$ cat src/bsep_pkg.sv
package bsep_pkg;

  // fixed field widths
  localparam int COORD_W   = 12;
  localparam int VAL_W     = 32;
  localparam int STEP_W    = 31;
  localparam int CNT_W     = 16;
  localparam int COLOUR_W  = 17;
  localparam int PROD_W    = 64;
  localparam int CFG_IDX_W = 3;

  // register indexes on the config port
  typedef enum logic [CFG_IDX_W-1:0] {
    REG_ORIGIN_RE   = 3'd0,
    REG_ORIGIN_IM   = 3'd1,
    REG_STEP_RE     = 3'd2,
    REG_STEP_IM     = 3'd3,
    REG_ITER_LIMIT  = 3'd4,
    REG_COLOUR_MODE = 3'd5,
    REG_PALETTE     = 3'd6
  } reg_idx_e;

  // register reset values
  localparam logic signed [VAL_W-1:0] RST_ORIGIN_RE = -32'sd268435456;
  localparam logic signed [VAL_W-1:0] RST_ORIGIN_IM = 32'sd268435456;
  localparam logic [STEP_W-1:0]       RST_STEP      = 31'd262144;
  localparam logic [CNT_W-1:0]        RST_LIMIT     = 16'd256;
  localparam logic [CNT_W-1:0]        RST_PALETTE   = 16'd256;

  typedef struct packed {
    logic signed [VAL_W-1:0] origin_re;
    logic signed [VAL_W-1:0] origin_im;
    logic [STEP_W-1:0]       step_re;
    logic [STEP_W-1:0]       step_im;
    logic [CNT_W-1:0]        iteration_limit;
    logic                    colour_mode;
    logic [CNT_W-1:0]        palette_size;
  } cfg_t;

  // sequencer states
  typedef enum logic [2:0] {
    ST_IDLE,
    ST_CMUL,
    ST_CADD,
    ST_SQR,
    ST_UPD,
    ST_FIN
  } state_e;

  // controller to datapath
  typedef struct packed {
    logic load;
    logic mul_coord;
    logic add_coord;
    logic mul_z;
    logic upd_z;
    logic emit;
  } cmd_t;

  // datapath to controller
  typedef struct packed {
    logic limit_zero;
    logic escape;
    logic last_iter;
  } stat_t;

endpackage

$ cat src/bsep_ctrl.sv
module bsep_ctrl
  import bsep_pkg::*;
(
  input  logic  clk_i,
  input  logic  rst_ni,
  input  logic  in_valid_i,
  output logic  in_ready_o,
  output logic  out_valid_o,
  input  logic  out_ready_i,
  input  stat_t stat_i,
  output cmd_t  cmd_o
);

  state_e state_q, state_d;
  logic   out_valid_q, out_valid_d;

  // state and output slot registers
  always_ff @(posedge clk_i or negedge rst_ni) begin
    if (!rst_ni) begin
      state_q     <= ST_IDLE;
      out_valid_q <= 1'b0;
    end else begin
      state_q     <= state_d;
      out_valid_q <= out_valid_d;
    end
  end

  // next state and commands
  always_comb begin
    state_d    = state_q;
    cmd_o      = '0;
    in_ready_o = 1'b0;
    unique case (state_q)
      ST_IDLE: begin
        in_ready_o = 1'b1;
        if (in_valid_i) begin
          cmd_o.load = 1'b1;
          state_d    = ST_CMUL;
        end
      end
      ST_CMUL: begin
        cmd_o.mul_coord = 1'b1;
        state_d         = ST_CADD;
      end
      ST_CADD: begin
        cmd_o.add_coord = 1'b1;
        state_d         = stat_i.limit_zero ? ST_FIN : ST_SQR;
      end
      ST_SQR: begin
        cmd_o.mul_z = 1'b1;
        state_d     = ST_UPD;
      end
      ST_UPD: begin
        cmd_o.upd_z = 1'b1;
        state_d     = (stat_i.escape || stat_i.last_iter) ? ST_FIN : ST_SQR;
      end
      ST_FIN: begin
        if (!out_valid_q || out_ready_i) begin
          cmd_o.emit = 1'b1;
          state_d    = ST_IDLE;
        end
      end
      default: state_d = ST_IDLE;
    endcase
  end

  // result slot: filled on emit, drained by the sink
  always_comb begin
    if (cmd_o.emit) begin
      out_valid_d = 1'b1;
    end else if (out_ready_i) begin
      out_valid_d = 1'b0;
    end else begin
      out_valid_d = out_valid_q;
    end
  end

  assign out_valid_o = out_valid_q;

  // a taken pixel keeps the input closed on the next cycle
  a_busy_after_accept: assert property (@(posedge clk_i) disable iff (!rst_ni)
    (in_valid_i && in_ready_o) |=> !in_ready_o)
    else $error("input open right after accept");

  // an emitted result shows up on the next cycle
  a_emit_valid: assert property (@(posedge clk_i) disable iff (!rst_ni)
    cmd_o.emit |=> out_valid_o)
    else $error("emitted result not presented");

  // an escape ends the iteration run
  a_escape_fin: assert property (@(posedge clk_i) disable iff (!rst_ni)
    (state_q == ST_UPD && stat_i.escape) |=> (state_q == ST_FIN))
    else $error("escape did not finish pixel");

endmodule

$ cat config.mk
export PLATFORM = sky130hd
export DESIGN_NAME = bsep_ctrl
export DESIGN_NICKNAME = d
export VERILOG_FILES = /design/src/bsep_pkg.sv /design/src/bsep_ctrl.sv
export SDC_FILE = /design/constraint.sdc
export NUM_CORES = 1
export LEC_CHECK = 0
export BUFFER_PORTS_ARGS = -buffer_cell sky130_fd_sc_hd__clkbuf_2
export CORE_AREA = 2 2 39 41
export CTS_CLUSTER_DIAMETER = 80
export DETAILED_ROUTE_END_ITERATION = 7
export DIE_AREA = 0 0 41 43
export PLACE_DENSITY = 0.48
export RECOVER_POWER = 25
export REMOVE_ABC_BUFFERS = 1
export SYNTH_ARGS = -nofsm -noshare
export SYNTH_HDL_FRONTEND = slang
export SYNTH_SLANG_ARGS = --single-unit
$ cat constraint.sdc
create_clock -name clk_i -period 0.98 [get_ports clk_i]
set_input_delay 0.196 -clock clk_i [delete_from_list [all_inputs] [get_ports clk_i]]
set_output_delay 0.196 -clock clk_i [all_outputs]
set_load 0.1 [all_outputs]
==> flow_summary.json <==
{
  "root_buffer": "clkbuf_4",
  "final_util_pct": 47.56,
  "drive_gt1_share_pct": 77.59,
  "drt_pre_antenna_iters": 3,
  "io_pins": 15,
  "clock_path_buffers": 2,
  "cts_tree": "built",
  "required_ns": 0.78,
  "vias_per_cell": 4.297,
  "fp.coreArea_um2": 1384,
  "hold_class": "primary input to register",
  "dp_hpwl_um": 633.5,
  "grt_pass1_vias": 343,
  "yosysTopAreaCellShare_pct": 33.61,
  "crit_fanout": 6,
  "slew_viol_final": 0,
  "grt_max_degree": 8,
  "period_needed_ns": 1.486,
  "ys_warn_count": 0,
  "insertion_delay_ns": 0.24,
  "cts_inserted_buffers": 3,
  "drc": 0,
  "start_kind": "register",
  "violations": "setup timing",
  "syn_to_final_growth_pct": 121.0,
  "synthTopCellsByCount": "dfrtp_1 (4), nor2_1 (3), buf_4 (2), buf_6 (2), nand2_1 (2)",
  "rsz0062_at_grt": "yes",
  "finalCritPeriodShare_pct": 151.6,
  "grt_pass1_wl_mm": 1.421,
  "drtIter0Drc": 2,
  "die_w_um": 41,
  "synth.most_common_cell": "dfrtp_1",
  "place_congestion": 0.7498,
  "die_y_um": 43,
  "drv_cap": 0,
  "vias": 318,
  "nets": 67,
  "antenna_cells": 0,
  "crit_type": "register to output port",
  "initial_core_util_pct": 21.52,
  "syn_area_per_cell_um2": 9.926,
  "antenna_found_initial": 0,
  "netlist_instances": 30,
  "arrival_ns": 1.29,
  "synth_edf_count": 0,
  "groute.usage.overall_pct": 12.70,
  "ys_ff_latch": 4,
  "portBuffers": 14,
  "h-tree-depth": 1,
  "setup_ws_ns": -0.5059,
  "row_count": 14,
  "synth_flop_cell": "dfrtp_1",
  "clkTransAtPathRegs_ns": 0.04,
  "synth_cell_types": 22,
  "relSlewSlack_pct": 84.41,
  "max_freq_mhz": 673.0,
  "tightest_slew_ns": 0.2336,
  "end_kind": "output port",
  "worst_clock_skew_ns": 0.002666,
  "synth-seq-area-share_pct": 33.61,
  "grt-ovfl-total": 0,
  "yosys.area.top_type": "dfrtp_1",
  "synth_area_um2": 297.8,
  "status": "complete, but fails checks",
  "wl_um": 884,
  "hold_viol": 0,
  "cts_sinks": 4,
  "ant_nets": 0,
  "async_flop_share_pct": 100.0,
  "setup_violations": 11,
  "wl_per_cell_um": 11.95,
  "ys_top_cells_by_area": "dfrtp_1 (34%), buf_6 (7.6%), nor3b_4 (6.3%)",
  "die_area_um2": 1763
}
[worst max-delay path: stages (launching register included)]
cell	delay (ns)
dfrtp_1	0.42
buf_6	0.16
nor3b_4	0.26
buf_12	0.21
[cell type report]
type	count	area, µm²
inverter	1	5.005
multi-input combinational	21	192.7
fill	126	725.7
sequential	4	102.6
timing repair buffer	29	315.3
tap	16	20.02
clock buffer	3	22.52
[routing by layer]
layer | vias up | global-route usage (%) | wire length [µm]
li1 | 161 | - | -
met1 | 138 | 13.68 | 346
met2 | 17 | 18.75 | 429
met3 | 2 | 4.712 | 87
met4 | 0 | 10.00 | 20
met5 | - | 0 | 0
[logic make-up after synthesis]
kind of cell | synth area share [%]
and+or+nand+nor | 38.24
AOI/OAI and AO/OA | 14.28
buffers and inverters | 13.86
DFF | 33.61
[worst paths after layout]
path,depth (start not counted),endpoint,slack (ns),startpoint
worst max-delay path,3,cmd_o[1],-0.51,state_q[0]$_DFFE_PN0P_
worst min-delay path,2,state_q[1]$_DFFE_PN0P_,0.19,stat_i[2]
worst max register to register,5,state_q[1]$_DFFE_PN0P_,-0.25,state_q[0]$_DFFE_PN0P_
worst min register to register,2,state_q[0]$_DFFE_PN0P_,0.63,state_q[1]$_DFFE_PN0P_
max in group asynchronous,2,state_q[1]$_DFFE_PN0P_,0.46,rst_ni
min in group asynchronous,2,out_valid_o$_DFFE_PN0P_,0.33,rst_ni
[through the flow]
step	setup TNS (ns)	setup slack [ns]	hold WS, ns	area (µm²)	cells
floorplan	-10.26	-1.990	-0.09959	260.3	26
global placement	-1.896	-0.2668	0.008047	560.5	68
detailed placement	-2.080	-0.2894	0.004757	560.5	68
CTS	-3.664	-0.5124	0.1812	654.4	74
global route	-4.167	-0.5365	0.1928	658.1	74
finish	-3.613	-0.5059	0.1941	658.1	74
[sequential cells by signal, summed over array words and instances, names as in the netlist]
| signal | count |
|---|---|
| out_valid_o | 1 |
| state_q | 3 |
[layout by cell type (no fill, tap or decap)]
| cell type | instances |
|---|---|
| dfrtp_2 | 2 |
| nand3b_1 | 1 |
| nand2_1 | 2 |
| o32ai_2 | 1 |
| o21ai_1 | 1 |
| dlygate4sd3_1 | 1 |
| clkinv_2 | 1 |
| clkbuf_1 | 1 |
| nor3b_2 | 1 |
| dfrtp_1 | 2 |
| buf_12 | 8 |
| nor2b_4 | 1 |
| nor3_2 | 2 |
| nand2b_1 | 1 |
| clkbuf_2 | 5 |
| a21oi_1 | 1 |
| nand2_2 | 1 |
| and2_4 | 1 |
| nor2_1 | 2 |
| clkbuf_4 | 3 |
| nor3b_4 | 1 |
| o221ai_2 | 1 |
| buf_4 | 11 |
| buf_6 | 3 |
| nor2_2 | 1 |
| a221oi_2 | 1 |
| nor4b_2 | 1 |
| and3_1 | 1 |
[repair_timing]
| item | 4_1_cts | 5_1_grt |
|---|---|---|
| hold buffers | 1 | 0 |
| gates resized for setup | 13 | 1 |
| pin swaps | 5 | 1 |
| endpoints found under the hold margin | 4 | 0 |
| setup endpoints to repair | 11 | 11 |
| setup buffers | 2 | 0 |
Power is left out: the tool's default activity adds up to more than one toggle a clock period on the data nets, which glitch-free logic cannot reach.
